<file path="config.mk">
export PLATFORM = sky130hd
export DESIGN_NAME = bmp_stream_crop_window_core
export DESIGN_NICKNAME = d
export VERILOG_FILES = /design/src/hw/rtl/bscw_pkg.sv /design/src/hw/rtl/bscw_classifier.sv /design/src/hw/rtl/bscw_job_queue.sv /design/src/hw/rtl/bscw_expander.sv /design/src/hw/rtl/bmp_stream_crop_window_core.sv
export SDC_FILE = /design/constraint.sdc
export NUM_CORES = 1
export LEC_CHECK = 0
export BUFFER_PORTS_ARGS = -buffer_cell sky130_fd_sc_hd__buf_2
export CORE_ASPECT_RATIO = 0.8
export CORE_MARGIN = 2
export CORE_UTILIZATION = 50
export CTS_CLUSTER_SIZE = 28
export DETAILED_ROUTE_END_ITERATION = 16
export PLACE_DENSITY = 0.77
export SLEW_MARGIN = 20
export SYNTH_ARGS = -nofsm -noshare
export SYNTH_HDL_FRONTEND = slang
export SYNTH_SLANG_ARGS = --single-unit
</file>
<file path="constraint.sdc">
create_clock -name clk -period 12.21 [get_ports clk]
set_input_delay 1.8315 -clock clk [delete_from_list [all_inputs] [get_ports clk]]
set_output_delay 1.8315 -clock clk [all_outputs]
set_load 0.02 [all_outputs]
</file>
<file path="src/hw/rtl/bscw_pkg.sv">
`timescale 1ns / 1ps
// ----------------------------------------------------------------------------
// bscw_pkg: shared definitions of the bottom-up image crop window
// Register indexes, field widths, image limits and the job record that
// travels from the classifier to the result expander.
// ----------------------------------------------------------------------------
package bscw_pkg;

  localparam int MAX_WIDTH  = 4096;
  localparam int MAX_HEIGHT = 4096;

  localparam int REG_W   = 13;  // configuration register width
  localparam int COL_W   = 14;  // byte column counter width
  localparam int ROW_W   = 12;  // stored row counter width
  localparam int IDX_W   = 3;   // configuration register index width
  localparam int QDEPTH  = 4;   // job queue depth
  localparam int QPTR_W  = 2;

  localparam logic [IDX_W-1:0] REG_SRC_WIDTH   = 3'd0;
  localparam logic [IDX_W-1:0] REG_SRC_HEIGHT  = 3'd1;
  localparam logic [IDX_W-1:0] REG_CROP_LEFT   = 3'd2;
  localparam logic [IDX_W-1:0] REG_CROP_TOP    = 3'd3;
  localparam logic [IDX_W-1:0] REG_CROP_WIDTH  = 3'd4;
  localparam logic [IDX_W-1:0] REG_CROP_HEIGHT = 3'd5;

  // One accepted item that yields results: the kept byte or an error marker,
  // plus the number of padding bytes that follow it.
  typedef struct packed {
    logic [7:0] data;
    logic       err;
    logic [1:0] npad;
    logic       done;
  } job_t;

endpackage

</file>
<file path="src/hw/rtl/bscw_classifier.sv">
`timescale 1ns / 1ps
// ----------------------------------------------------------------------------
// bscw_classifier: front end of the crop window
// Holds the configuration registers and the row and column counters, and
// turns each accepted source byte into a job or into nothing.
// ----------------------------------------------------------------------------
module bscw_classifier (
  input  logic                      clk,
  input  logic                      rst,
  input  logic                      cfg_write,
  input  logic [bscw_pkg::IDX_W-1:0] cfg_index,
  input  logic [bscw_pkg::REG_W-1:0] cfg_data,
  input  logic                      accept,
  input  logic [7:0]                source_byte,
  input  logic                      image_start,
  output logic                      job_valid,
  output bscw_pkg::job_t            job
);
  import bscw_pkg::*;

  logic [REG_W-1:0] src_width, src_height, crop_left, crop_top, crop_width, crop_height;
  logic [COL_W-1:0] byte_column;
  logic [ROW_W-1:0] stored_row;
  logic             finished;

  always_ff @(posedge clk) begin
    if (rst) begin
      src_width   <= REG_W'(1);
      src_height  <= REG_W'(1);
      crop_left   <= '0;
      crop_top    <= '0;
      crop_width  <= REG_W'(1);
      crop_height <= REG_W'(1);
    end else if (cfg_write) begin
      case (cfg_index)
        REG_SRC_WIDTH:   src_width   <= cfg_data;
        REG_SRC_HEIGHT:  src_height  <= cfg_data;
        REG_CROP_LEFT:   crop_left   <= cfg_data;
        REG_CROP_TOP:    crop_top    <= cfg_data;
        REG_CROP_WIDTH:  crop_width  <= cfg_data;
        REG_CROP_HEIGHT: crop_height <= cfg_data;
        default: ;
      endcase
    end
  end

  // Window geometry, all derived from the registers.
  logic              bad;
  logic [REG_W:0]    h_sum, w_sum;
  logic [REG_W-1:0]  first_row, last_row;
  logic [COL_W:0]    row_bytes, col_lo, col_hi;
  logic [1:0]        pad;

  assign w_sum = {1'b0, crop_left} + {1'b0, crop_width};
  assign h_sum = {1'b0, crop_top} + {1'b0, crop_height};
  assign bad = (src_width > REG_W'(MAX_WIDTH)) || (src_height > REG_W'(MAX_HEIGHT)) ||
               (crop_width == '0) || (crop_height == '0) ||
               (w_sum > {1'b0, src_width}) || (h_sum > {1'b0, src_height});
  assign first_row = src_height - crop_height - crop_top;
  assign last_row  = src_height - REG_W'(1) - crop_top;
  assign row_bytes = (COL_W+1)'({src_width, 1'b0}) + (COL_W+1)'(src_width)
                   + (COL_W+1)'(src_width[1:0]);
  assign col_lo    = (COL_W+1)'({crop_left, 1'b0}) + (COL_W+1)'(crop_left);
  assign col_hi    = col_lo + (COL_W+1)'({crop_width, 1'b0}) + (COL_W+1)'(crop_width)
                   - (COL_W+1)'(1);
  assign pad       = crop_width[1:0];

  // A start marker clears the counters before this byte is placed.
  logic [COL_W-1:0] col_eff;
  logic [ROW_W-1:0] row_eff;
  logic             fin_eff, hit, row_end, done, wrap;

  assign col_eff = image_start ? '0 : byte_column;
  assign row_eff = image_start ? '0 : stored_row;
  assign fin_eff = image_start ? 1'b0 : finished;
  assign hit = ({1'b0, row_eff} >= first_row) && ({1'b0, row_eff} <= last_row) &&
               ({1'b0, col_eff} >= col_lo) && ({1'b0, col_eff} <= col_hi);
  assign row_end = ({1'b0, col_eff} == col_hi);
  assign done    = row_end && ({1'b0, row_eff} == last_row);
  assign wrap    = ({1'b0, col_eff} + (COL_W+1)'(1)) >= row_bytes;

  always_ff @(posedge clk) begin
    if (rst) begin
      byte_column <= '0;
      stored_row  <= '0;
      finished    <= 1'b0;
    end else if (accept) begin
      if (bad || fin_eff) begin
        byte_column <= col_eff;
        stored_row  <= row_eff;
        finished    <= fin_eff;
      end else begin
        finished <= hit && done;
        if (wrap) begin
          byte_column <= '0;
          stored_row  <= row_eff + ROW_W'(1);
        end else begin
          byte_column <= col_eff + COL_W'(1);
          stored_row  <= row_eff;
        end
      end
    end
  end

  assign job_valid = accept && (bad || (!fin_eff && hit));
  assign job.data  = bad ? 8'd0 : source_byte;
  assign job.err   = bad;
  assign job.npad  = (!bad && row_end) ? pad : 2'd0;
  assign job.done  = !bad && done;

endmodule

</file>
<file path="src/hw/rtl/bscw_job_queue.sv">
`timescale 1ns / 1ps
// ----------------------------------------------------------------------------
// bscw_job_queue: job queue between classifier and expander
// A small register queue that lets the front accept bytes while the back
// is still writing out padding.
// ----------------------------------------------------------------------------
module bscw_job_queue (
  input  logic           clk,
  input  logic           rst,
  input  logic           wr,
  input  bscw_pkg::job_t wr_job,
  output logic           full,
  input  logic           rd,
  output logic           nonempty,
  output bscw_pkg::job_t rd_job
);
  import bscw_pkg::*;

  job_t              slots [QDEPTH];
  logic [QPTR_W-1:0] wr_ptr, rd_ptr;
  logic [QPTR_W:0]   count;

  assign full     = (count == (QPTR_W+1)'(QDEPTH));
  assign nonempty = (count != '0);
  assign rd_job   = slots[rd_ptr];

  always_ff @(posedge clk) begin
    if (wr) slots[wr_ptr] <= wr_job;
  end

  always_ff @(posedge clk) begin
    if (rst) begin
      wr_ptr <= '0;
      rd_ptr <= '0;
      count  <= '0;
    end else begin
      if (wr) wr_ptr <= wr_ptr + QPTR_W'(1);
      if (rd) rd_ptr <= rd_ptr + QPTR_W'(1);
      count <= count + (QPTR_W+1)'(wr) - (QPTR_W+1)'(rd);
    end
  end

  a_no_overflow: assert property (@(posedge clk) disable iff (rst)
    full |-> !wr) else $error("job written into a full queue");
  a_no_underflow: assert property (@(posedge clk) disable iff (rst)
    !nonempty |-> !rd) else $error("job read from an empty queue");
  a_count_bound: assert property (@(posedge clk) disable iff (rst)
    count <= (QPTR_W+1)'(QDEPTH)) else $error("queue count out of range");

endmodule

</file>
<file path="src/hw/rtl/bscw_expander.sv">
`timescale 1ns / 1ps
// ----------------------------------------------------------------------------
// bscw_expander: back end of the crop window
// Turns each queued job into its kept byte and its padding bytes, one
// result item per cycle while the output is free, into the output register.
// ----------------------------------------------------------------------------
module bscw_expander (
  input  logic           clk,
  input  logic           rst,
  input  logic           job_avail,
  input  bscw_pkg::job_t job,
  output logic           job_take,
  input  logic           pop,
  output logic           empty,
  output logic [7:0]     crop_byte,
  output logic           is_padding,
  output logic           run_last,
  output logic           crop_done,
  output logic           window_error
);
  import bscw_pkg::*;

  logic       out_valid;
  logic [1:0] sub;   // which result of the head job comes next
  logic       load, res_last;

  assign empty    = !out_valid;
  assign load     = job_avail && (!out_valid || pop);
  assign res_last = job.err || (sub == job.npad);
  assign job_take = load && res_last;

  always_ff @(posedge clk) begin
    if (rst) begin
      out_valid <= 1'b0;
      sub       <= '0;
    end else begin
      if (load) begin
        out_valid <= 1'b1;
        sub       <= res_last ? 2'd0 : sub + 2'd1;
      end else if (pop) begin
        out_valid <= 1'b0;
      end
    end
  end

  always_ff @(posedge clk) begin
    if (load) begin
      crop_byte    <= (sub == 2'd0) ? job.data : 8'd0;
      is_padding   <= (sub != 2'd0);
      run_last     <= res_last;
      crop_done    <= job.done && res_last;
      window_error <= job.err;
    end
  end

  a_hold: assert property (@(posedge clk) disable iff (rst)
    out_valid && !pop |=> out_valid && $stable(crop_byte) && $stable(run_last))
    else $error("waiting result item changed");
  a_err_form: assert property (@(posedge clk) disable iff (rst)
    out_valid && window_error |-> run_last && !is_padding && !crop_done)
    else $error("malformed error result");
  a_done_last: assert property (@(posedge clk) disable iff (rst)
    out_valid && crop_done |-> run_last) else $error("crop_done without run_last");

endmodule

</file>
<file path="src/hw/rtl/bmp_stream_crop_window_core.sv">
`timescale 1ns / 1ps
// ----------------------------------------------------------------------------
// bmp_stream_crop_window_core: streaming crop of 24-bit bottom-up pixel data
// Counts byte column and stored row of the incoming pixel bytes, keeps the
// bytes inside the crop window and appends row padding for the new width.
// ----------------------------------------------------------------------------
//
// Channel   Direction  Handshake              Payload
// input     in         push / full            source_byte, image_start
// result    out        empty / pop            crop_byte, is_padding, run_last,
//                                             crop_done, window_error
// config    in         cfg_write (no wait)    cfg_index, cfg_data
//
// An input item can be accepted every cycle while the job queue has room.
// A kept byte goes through the job queue into the output register.
// The expander writes one result item per cycle while results are taken; a
// kept byte at a row end makes up to four results, so across row ends the
// input rate is set by the expander; the four-entry job queue absorbs that burst.
// Reset (rst, synchronous) restores the register defaults, clears counters
// and empties the queue and output register; there is no clearing pass.
// Either side may stall at any time without loss: full rises only when the
// queue holds four jobs, and a waiting result stays until it is popped.
// ----------------------------------------------------------------------------
module bmp_stream_crop_window_core (
  input  logic                       clk,
  input  logic                       rst,
  input  logic                       cfg_write,
  input  logic [bscw_pkg::IDX_W-1:0] cfg_index,
  input  logic [bscw_pkg::REG_W-1:0] cfg_data,
  input  logic                       push,
  output logic                       full,
  input  logic [7:0]                 source_byte,
  input  logic                       image_start,
  output logic                       empty,
  input  logic                       pop,
  output logic [7:0]                 crop_byte,
  output logic                       is_padding,
  output logic                       run_last,
  output logic                       crop_done,
  output logic                       window_error
);
  import bscw_pkg::*;

  logic accept;
  logic job_valid, q_nonempty, q_take;
  job_t new_job, head_job;

  // The front only sees a byte once the queue can hold whatever it yields.
  assign accept = push && !full;

  bscw_classifier u_front (
    .clk         (clk),
    .rst         (rst),
    .cfg_write   (cfg_write),
    .cfg_index   (cfg_index),
    .cfg_data    (cfg_data),
    .accept      (accept),
    .source_byte (source_byte),
    .image_start (image_start),
    .job_valid   (job_valid),
    .job         (new_job)
  );

  // Jobs wait here while the back is busy writing padding or is stalled.
  bscw_job_queue u_queue (
    .clk      (clk),
    .rst      (rst),
    .wr       (job_valid),
    .wr_job   (new_job),
    .full     (full),
    .rd       (q_take),
    .nonempty (q_nonempty),
    .rd_job   (head_job)
  );

  bscw_expander u_back (
    .clk          (clk),
    .rst          (rst),
    .job_avail    (q_nonempty),
    .job          (head_job),
    .job_take     (q_take),
    .pop          (pop),
    .empty        (empty),
    .crop_byte    (crop_byte),
    .is_padding   (is_padding),
    .run_last     (run_last),
    .crop_done    (crop_done),
    .window_error (window_error)
  );

endmodule
</file>
# == Word-level counts from Yosys, hierarchy flattened ==
# Memory sizes are Yosys's and may differ from the RTL's. A register that Yosys moved wholly into a read port is not among the register bits.
# Cells that the tools add are included.
# classes
addsub,20
magnitude_cmp,9
eq_ne,9
n_mux,17
n_reduce_logical,39
# op_table
cell,count
14-bit 2-to-1 mux,3
13-bit subtractor,3
12-bit 2-to-1 mux,3
14-bit by 13-bit adder with 15-bit output,2
13-bit by 13-bit adder with 14-bit output,2
14-bit by 13-bit > comparator with 1-bit output,2
13-bit > comparator (second input constant),2
13-bit logical NOT,2
14-bit by 1-bit adder with 15-bit output (second input constant),1
15-bit by 13-bit adder with 15-bit output,1
15-bit by 14-bit adder with 15-bit output,1
15-bit by 2-bit adder with 15-bit output,1
14-bit by 15-bit == test with 1-bit output,1
14-bit by 15-bit greater-or-equal comparator with 1-bit output,1
15-bit greater-or-equal comparator,1
14-bit by 15-bit less-or-equal comparator with 1-bit output,1
15-bit by 1-bit subtractor with 15-bit output (second input constant),1
14-bit by 1-bit adder with 14-bit output (second input constant),1
12-bit by 13-bit == test with 1-bit output,1
12-bit by 13-bit greater-or-equal comparator with 1-bit output,1
12-bit by 13-bit less-or-equal comparator with 1-bit output,1
1-bit logical AND,13
13-bit by 1-bit subtractor with 13-bit output (second input constant),1
12-bit by 1-bit adder with 12-bit output (second input constant),1
other kinds (17),47
# totals
ff_bits,127
mem_bits_rw,48
in_bits,30
out_inout_bits,14
word_cells,114
mem_count,1
# mem_list
name,words,word_bits,read_ports,rd_ports_with_merged_regs,write_ports,line_no,rtl
u_queue.slots,4,12,1,1,1,bscw_job_queue.sv:19,job_t slots [QDEPTH];

# == Depth between registers and ports, before layout ==
# Gate-level depths: netlist (run 1).
# depth
depth_word,11
mapped_depth,35
mapped_depth_nobuf,35

# == Modules after synthesis ==
# From an unflattened synthesis (run 1), not the netlist that was laid out.
# unflattened
hier_cells,1604
area_unflattened_um2,14330.0
# modules_own_cells
module,n_inst,cells_each,area_each_um2,seq_area_each_um2
bscw_classifier,1,1455,11528.6,2102.0
bscw_job_queue,1,104,2175.8,1621.6
bscw_expander,1,44,611.8,420.4
bmp_stream_crop_window_core,1,1,13.8,0.0

# == Least setup slack after synthesis (run 1) ==
# No wires, ideal clock.
# synth_path
kind,register -> register
start,reg u_front.crop_left[1]
end,reg u_queue.count[2]
setup_ns,0.128
arrival_time_ns,6.452
t_required_ns,12.082
slack_ns,5.631
stages_incl_launch_ff,34
path_buffers,0
synth_period_minus_slack_ns,6.579
cell_sequence,dfxtp_1 -> ha_1 -> inv_1 -> fa_1 -> nand2b_1 -> a21oi_1 -> nor3_1 -> a311oi_2 -> inv_1 -> ha_1 -> fa_1 -> inv_1 -> ha_1 -> a2111oi_0 -> o21ai_0 -> a21boi_0 -> a31oi_1 -> xor2_1 -> ha_1 -> and4_1 -> nand2_1 -> a211oi_1 -> a211oi_1 -> or2_2 -> o2111ai_1 -> a21oi_1 -> a21oi_1 -> inv_1 -> ha_1 -> inv_1 -> fa_1 -> xor2_1 -> xnor2_1 -> nor2_1
# synth_via
elab_chain_cells,11
elab_cells_between_ends,17
classes_between,add/sub (7); order compare (3); reduce/logical (7)
# synth_lines
element,line_no,rtl
"start, declared",bscw_classifier.sv:21,"logic [REG_W-1:0] src_width, src_height, crop_left, crop_top, crop_width, crop_height;"
"start signal, assigned",bscw_classifier.sv:38,REG_CROP_LEFT: crop_left <= cfg_data;
14-bit by 13-bit adder with 15-bit output,bscw_classifier.sv:63,"assign col_lo = (COL_W+1)'({crop_left, 1'b0}) + (COL_W+1)'(crop_left);"
15-bit by 14-bit adder with 15-bit output,bscw_classifier.sv:64,"assign col_hi = col_lo + (COL_W+1)'({crop_width, 1'b0}) + (COL_W+1)'(crop_width)"
15-bit by 13-bit adder with 15-bit output,bscw_classifier.sv:64,
15-bit by 1-bit subtractor with 15-bit output,bscw_classifier.sv:65,- (COL_W+1)'(1);
14-bit by 15-bit less-or-equal comparator with 1-bit output,bscw_classifier.sv:77,"({1'b0, col_eff} >= col_lo) && ({1'b0, col_eff} <= col_hi);"
1-bit logical AND,bscw_classifier.sv:77,
1-bit logical AND,bscw_classifier.sv:105,assign job_valid = accept && (bad || (!fin_eff && hit));
1-bit logical OR *,bscw_classifier.sv:105,
1-bit logical AND *,bscw_classifier.sv:105,
via job_valid,bmp_stream_crop_window_core.sv:45,"logic job_valid, q_nonempty, q_take;"
3-bit by 1-bit adder with 3-bit output *,bscw_job_queue.sv:39,count <= count + (QPTR_W+1)'(wr) - (QPTR_W+1)'(rd);
3-bit by 1-bit subtractor with 3-bit output *,bscw_job_queue.sv:39,
"end signal, assigned",bscw_job_queue.sv:39,
"end, declared",bscw_job_queue.sv:21,logic [QPTR_W:0] count;
# Mark *: on every way through the listed nets, which the timed path passes. The rest lies on a longest branch.
# A chain may end at the register's enable or synchronous reset.

# == Final worst setup path (run 1) ==
# Same ends and word-level chain as after synthesis.

==> run_results.csv, run 1 <==
group,metric,value,unit
cts,cts_setup_buffers,0,
cts,h-tree-depth,4,
detailed_routing,via_per_inst,5.848,
timing,fin_skew,16.47,ps
place,dp_cells,1985,
cells_and_area,fin_area,15450,µm²
global_routing,grt_pass1_wl,57590,µm
yosys,ys_ff_latch,177,
worst_setup_path,worstSetupStartpointType,"register",
cells_and_area,drive_gt1_share,6.375,%
timing,max_freq,134.7,MHz
yosys,yosys_warnings,0,
run_status,status,"complete, no violations",
timing,slew_viol_final,0,
cts,clk_latency,460,ps
cells_and_area,area_growth,8.165,%
cts,cts_root_buf,"clkbuf_16",
yosys,avgSynthCellArea,8.876,µm²
timing,holdWs,485.3,ps
detailed_routing,initialDrtViolationCount,1172,
cts,clk_pin_slew,80,ps
yosys,async_flop_share,0,%
place,hpwl,28330,µm
yosys,synth_top_area_share,19.71,%
detailed_routing,dr.pass1.iters,5,
cells_and_area,final_cells,2018,
global_routing,grt_usage,24.60,%
run,maxCapViolCount,0,
yosys,yosys_most_used_dff,"dfxtp_1",
global_routing,grt_start_max_net_pins,81,
yosys,yosysMostFrequentCell,"ha_1",
worst_setup_path,slowest_delay,520,ps
yosys,syn_nets,1897,
place,placed_area,14820,µm²
place,finalWeightedCongestion,0.9206,
detailed_routing,vias,11800,
global_routing,antenna_found_initial,1,
timing,finalSetupViolCount,0,
power,p_per_area,121.9,nW/µm²
floorplan,die_height,155.2,µm
detailed_routing,wire_per_inst,17.84,µm
power,leakagePower,0.006677,µW
worst_setup_path,critPathArrivalTime,7760,ps
floorplan,rows,55,
cts,holdBufCountCts,0,
detailed_routing,routed_wl,36000,µm
worst_setup_path,worstSetupEndpointType,"register",
floorplan,dieArea,29940,µm²
cts,cts_resized,0,
cts,clockBufferDepth,2,
worst_setup_path,criticalPathCategory,"reg -> reg",
floorplan,core_area,28210,µm²
timing,hold_viol_final,0,
cts,cts_tree,"yes",
detailed_routing,drc_errors,0,
worst_setup_path,required,12550,ps
timing,tns,0,ps
timing,min_period,7424,ps
yosys,yosys.cell_types.count,77,
floorplan,die_w,193.0,µm
yosys,ys_seq_area_share,29.02,%
timing,grt_setup_unrepaired,"false",
global_routing,overflow,0,
power,ir_drop,0.1309,mV
floorplan,floorplan.initialDensity,50.62,%
cells_and_area,fill_cells,2497,
cells_and_area,nNetsFinal,1922,
place,io_buffers,43,
timing,period_share,60.80,%
place,dpl_worst_slack,4869,ps
floorplan,ios,44,
worst_setup_path,critPathMaxFanout,6,
yosys,synth.largest_area_cell,"ha_1",
yosys,synth.cell_area,14280,µm²
timing,worst_slew_pin_slew,1042,ps
yosys,synth_area_leaders,"ha_1 20%, dfxtp_1 16%, edfxtp_1 13%",
detailed_routing,ant_nets,0,
global_routing,grt_pass1_vias,10980,
yosys,synth_edf_count,60,
worst_setup_path,cp_slowest_cell,"fa_1",
cts,numCtsBuffers,17,
timing,layout_setup_ws,4786,ps
yosys,synth_common_cells,"225 x ha_1, 219 x nand2_1, 161 x a21oi_1",
hold_path,hp-class,"reg -> reg",
yosys,synthCells,1609,
timing,maxSlewHeadroom,30.33,%
cts,cts_sinks,177,
[registers in the layout, indices dropped and copies added (netlist names), named ones only]
signal and flops:
u_queue.slots 48, u_front.byte_column 14, u_front.crop_height 13, u_front.crop_left 13, u_front.crop_top 13, u_front.crop_width 13, u_front.src_height 13, u_front.src_width 13
u_front.stored_row 12, u_back.crop_byte 8, u_queue.count 3, u_back.sub 2, u_queue.rd_ptr 2, u_queue.wr_ptr 2, u_back.crop_done 1, u_back.is_padding 1
u_back.out_valid 1, u_back.run_last 1, u_back.window_error 1, u_front.finished 1
[worst paths after layout]
| check | cells after the start | startpoint | end | slack (ps) |
|---|---|---|---|---|
| hold / removal | 1 | u_front.byte_column[4] | u_front.byte_column[4] | 490 |
| setup / recovery | 33 | u_front.crop_left[1] | u_queue.count[2] | 4790 |
| setup reg to reg | 33 | u_front.crop_left[1] | u_queue.count[2] | 4790 |
| hold reg to reg | 1 | u_front.byte_column[4] | u_front.byte_column[4] | 490 |
[cells in the final DEF, fill, tap and decap left out, types with 42 or more instances in the layout]
cell      count
nor2_1       70
nand2_1     219
a21oi_1     161
xnor2_1      56
ha_1        225
inv_1       149
o21ai_0      42
dfxtp_1     117
edfxtp_1     60
buf_2        42
[cell families (layout without fill, tap and decap cells)]
logic type                 count (synthesis)  after routing  share of synthesized area (%)
muxes                                     16             16                          2.182
and+or+nand+nor                          511            511                          17.40
xor gates and xnor gates                  94             94                          5.966
buffers and inverters                    190            228                          5.064
other                                      0              1                              0
AOI/OAI and AO/OA                        363            363                          16.03
adders and majority gates                258            258                          24.34
DFF                                      177            177                          29.02
[routing by layer]
layer / track usage (%) / wire [µm] / vias up
li1: - / - / 5699
met1: 37.27 / 17170 / 5603
met2: 35.79 / 15170 / 446
met3: 3.925 / 2907 / 53
met4: 7.251 / 751 / 0
met5: 0 / 0 / -
[layout make-up]
class                           count  area [µm²]  area share [%]
Sequential cell                   177        4144           26.83
Tap cell                          370       462.9           2.997
Multi-Input combinational cell   1242        9414           60.94
Clock buffer                       17       425.4           2.754
Inverter                          151       566.8           3.669
Timing Repair Buffer               45       232.7           1.507
Antenna cell                        1       2.502         0.01620
Clock inverter                     15       198.9           1.288
[through the flow]
stage,util [%],power (µW)
5_1_grt,54.75,1986
4_1_cts,54.74,1885
3_5_place_dp,52.53,1324
6_report,54.75,1882
3_3_place_gp,52.53,1304
2_1_floorplan,-,1169
[report_power, final]
part	leakage (µW)	total (µW)	internal (µW)	switching, µW
combinational	0.00487	583	241	343
clock	0.000301	565	281	284
sequential	0.00150	734	694	40.6
[critical path, delay by kind of cell (launching register included)]
| kind | cells | cell delay, ps |
|---|---|---|
| AND/OR/NAND/NOR | 6 | 880 |
| AO/OA/AOI/OAI | 11 | 2600 |
| buffers and inverters | 5 | 410 |
| XOR/XNOR | 3 | 400 |
| adder cells (fa/ha/maj) | 8 | 2550 |
| flip-flops | 1 | 450 |
No activity file was read; power rests on OpenSTA's default activity.
==> inputs of run 2 (changes only) <==
--- a/config.mk
+++ b/config.mk
@@ -5,13 +5,14 @@
 export SDC_FILE = /design/constraint.sdc
 export NUM_CORES = 1
 export LEC_CHECK = 0
+export ABC_AREA = 1
 export BUFFER_PORTS_ARGS = -buffer_cell sky130_fd_sc_hd__buf_2
 export CORE_ASPECT_RATIO = 0.8
 export CORE_MARGIN = 2
 export CORE_UTILIZATION = 50
 export CTS_CLUSTER_SIZE = 28
 export DETAILED_ROUTE_END_ITERATION = 16
-export PLACE_DENSITY = 0.77
+export PLACE_DENSITY = 0.8
 export SLEW_MARGIN = 20
 export SYNTH_ARGS = -nofsm -noshare
 export SYNTH_HDL_FRONTEND = slang
==> constraint.sdc (replaced) <==
create_clock -name clk -period 6.1 [get_ports clk]
set_input_delay 0.915 -clock clk [delete_from_list [all_inputs] [get_ports clk]]
set_output_delay 0.915 -clock clk [all_outputs]
set_load 0.02 [all_outputs]
==> run 2 against run 1 <==
Effect of this change:
- maximum frequency is 30% higher
- synthesized area is 2.6% higher
- utilization is 0.26 points lower
- clock power is 100% higher
- total power is 130% higher
- final area is 2.6% higher
==> run_results.csv, run 2 <==
group,metric,value,unit
timing,worst_slew_pin_slew,851.5,ps
detailed_routing,dr.pass1.iters,6,
global_routing,grt_pass1_wl,59420,µm
yosys,synth.area.mux_share,0,%
worst_setup_path,required,6430,ps
detailed_routing,initialDrtViolationCount,1075,
cells_and_area,post-route-util,54.49,%
power,p_per_area,279.2,nW/µm²
yosys,avgSynthCellArea,7.716,µm²
floorplan,ios,44,
worst_setup_path,regToRegEndpoint,"u_queue.count[2]",
detailed_routing,ant_nets,0,
timing,grt_setup_unrepaired,"false",
yosys,synth_edf_count,60,
detailed_routing,vias,12730,
yosys,synth_area_leaders,"ha_1 19%, dfxtp_1 16%, edfxtp_1 12%",
floorplan,dieArea,30700,µm²
cells_and_area,mostFrequentLayoutCells,"298 x inv_1, 264 x nand2_1, 224 x ha_1",
place,io_buffers,43,
worst_setup_path,critPathArrivalTime,6040,ps
power,intPower,2637,µW
detailed_routing,wire_per_inst,15.80,µm
hold_path,hp-class,"reg -> reg",
yosys,yosys_warnings,0,
timing,min_period,5708,ps
worst_setup_path,critPathMaxFanout,5,
worst_setup_path,reg2reg_from,"u_front.crop_left[0]",
cells_and_area,fin_area,15840,µm²
timing,max_freq,175.2,MHz
cts,h-tree-depth,4,
global_routing,grt_pass1_vias,12120,
cells_and_area,antenna_cells,0,
worst_setup_path,worstSetupEndpointType,"register",
yosys,async_flop_share,0,%
worst_setup_path,criticalPathCategory,"reg -> reg",
yosys,synthCells,1899,
place,hpwl,28640,µm
yosys,yosys.area_share.simple,18.61,%
cells_and_area,nNetsFinal,2217,
global_routing,antenna_found_initial,0,
floorplan,floorplan.initialDensity,50.39,%
place,placed_area,15230,µm²
power,pwr-share-seq,34.3,%
floorplan,die_height,157.1,µm
timing,slew_viol_final,0,
yosys,post_synth_fa_ha_maj_area_fraction,23.72,%
yosys,synth_xor_area_share,5.072,%
cts,cts_root_buf,"clkbuf_16",
yosys,synth_compound_area_share,15.23,%
power,switching_share,40.39,%
cts,holdBufCountCts,0,
cts,clk_pin_slew,80,ps
worst_setup_path,cp_slowest_cell,"fa_1",
cts,cts_sinks,177,
yosys,yosys_most_used_dff,"dfxtp_1",
cells_and_area,max_flop_register,"u_queue.slots",
cts,cts_tree,"yes",
hold_path,hold-path-cell-count,2,
hold_path,hold_start,"u_queue.rd_ptr[1]",
floorplan,core_area,29080,µm²
power,power_switching,1787,µW
timing,period_share,93.57,%
cells_and_area,largest_registers,"u_queue.slots: 48 flops, u_front.byte_column: 14 flops",
detailed_routing,via_per_inst,5.487,
timing,maxSlewHeadroom,43.16,%
yosys,yosys.cell_types.count,53,
timing,finalSetupViolCount,0,
detailed_routing,drc_errors,0,
worst_setup_path,reg2reg_depth,28,
cells_and_area,layout_commonest_cell,"inv_1",
yosys,syn_nets,2187,
detailed_routing,routed_wl,36640,µm
run_status,status,"complete, no violations",
yosys,ys_seq_area_share,28.28,%
timing,fin_skew,8.549,ps
yosys,ys_ff_latch,177,
global_routing,overflow,0,
power,p_comb_share,40.0,%
yosys,yosysMostFrequentCell,"inv_1",
run,maxCapViolCount,0,
place,finalWeightedCongestion,0.9005,
worst_setup_path,r2r_setup_slack,390,ps
yosys,synth.largest_area_cell,"ha_1",
cells_and_area,largest_register_ff_count,48,
cts,numCtsBuffers,17,
yosys,synth_top_area_share,19.21,%
yosys,synth_top_family_by_area,"adder cells",
power,leakagePower,0.007659,µW
power,ir_drop,0.2592,mV
cells_and_area,drive_gt1_share,6.952,%
global_routing,grt_start_max_net_pins,81,
floorplan,rows,56,
cts,clockBufferDepth,2,
timing,layout_setup_ws,392.4,ps
floorplan,die_w,195.4,µm
yosys,synth_common_cells,"299 x inv_1, 264 x nand2_1, 225 x ha_1",
worst_setup_path,slowest_delay,510,ps
timing,hold_viol_final,0,
yosys,synth.cell_area,14650,µm²
cells_and_area,area_growth,8.129,%
power,p_clk_share,25.8,%
power,total_power,4423,µW
cts,clk_latency,440,ps
worst_setup_path,worstSetupStartpointType,"register",
place,dpl_worst_slack,163.5,ps
cts,cts_setup_buffers,0,
timing,tns,0,ps
global_routing,grt_usage,24.33,%
==> run 2: changes by cell type after synthesis, moves of 20 or more <==
cell      previous run  this run
inv_1              149       299
a21oi_1            161       203
o21ai_0             42       140
nand2_1            219       264
nor2_1              70       190
nand2b_1            24         0
xor2_1              36        57
nand3_1             35        66
a21o_1              32        12
xnor2_1             56        26
nor2b_1             37         0
and2_1              27         1
==> run 2: area by class of cell <==
type,count,area [µm²]
clock buffer,17,425.4
clock inverter,15,178.9
fill,2625,13230
inverter,304,1144
multi-input combinational,1376,9185
sequential,177,4149
tap,377,471.7
timing repair buffer,53,290.3
==> run 2: kinds of logic after synthesis <==
| group | after synthesis |
|---|---|
| fa+ha+maj | 258 |
| compound gates | 415 |
| buf+inv | 346 |
| flops | 177 |
| simple gates | 619 |
| xor+xnor | 84 |
==> run 2: repair_timing <==
item,CTS,global route
setup endpoints to repair,0,50
hold endpoints to repair,0,0
gates resized for setup,0,6
==> run 2: worst max-delay path by stage <==
stage,end,slack (ps),cells after the start,start
final,u_queue.count[2],390,28,u_front.crop_left[0]
after global routing,u_queue.count[2],30,32,u_front.crop_left[1]
after CTS,u_queue.count[2],150,28,u_front.crop_left[1]
after detailed placement,u_queue.count[2],160,28,u_front.crop_left[1]
after global placement,u_queue.count[2],320,28,u_front.crop_left[1]
after floorplan,u_queue.count[2],690,28,u_front.crop_left[1]
==> run 2: through the flow <==
step / hold WS, ps / std cells
3_5_place_dp: 460.2 / 2287
6_report: 468.4 / 2319
3_3_place_gp: 449.3 / 2287
5_1_grt: 485.3 / 2319
4_1_cts: 470.6 / 2319
2_1_floorplan: 436.2 / 1899
==> run 2: layer usage <==
layer	part of all wire, %	vias to the layer above	GRT usage, %	routed length, µm
li1	-	6354	-	-
met1	46	5889	32.42	16850
met2	44	428	39.76	16240
met3	7.2	54	4.693	2642
met4	2.5	0	8.288	905
met5	0	-	0	0
==> run 2: power by group through the flow <==
| stage | registers (µW) | logic (µW) | clock network [µW] |
|---|---|---|---|
| floorplan | 1570 | 1280 | 0 |
| finish | 1520 | 1770 | 1140 |
| global placement | 1540 | 1670 | 0 |
| CTS | 1520 | 1760 | 1150 |
| detailed placement | 1540 | 1740 | 0 |
| global route | 1540 | 2000 | 1210 |
==> run 2: worst max-delay path, delay by kind of cell, from the launching register on <==
| family | cells | cell delay (ps) |
|---|---|---|
| adder cells (fa/ha/maj) | 8 | 2610 |
| flip-flops | 1 | 380 |
| XOR/XNOR | 2 | 410 |
| AO/OA/AOI/OAI | 7 | 1000 |
| AND/OR/NAND/NOR | 8 | 1040 |
| buffers and inverters | 3 | 150 |
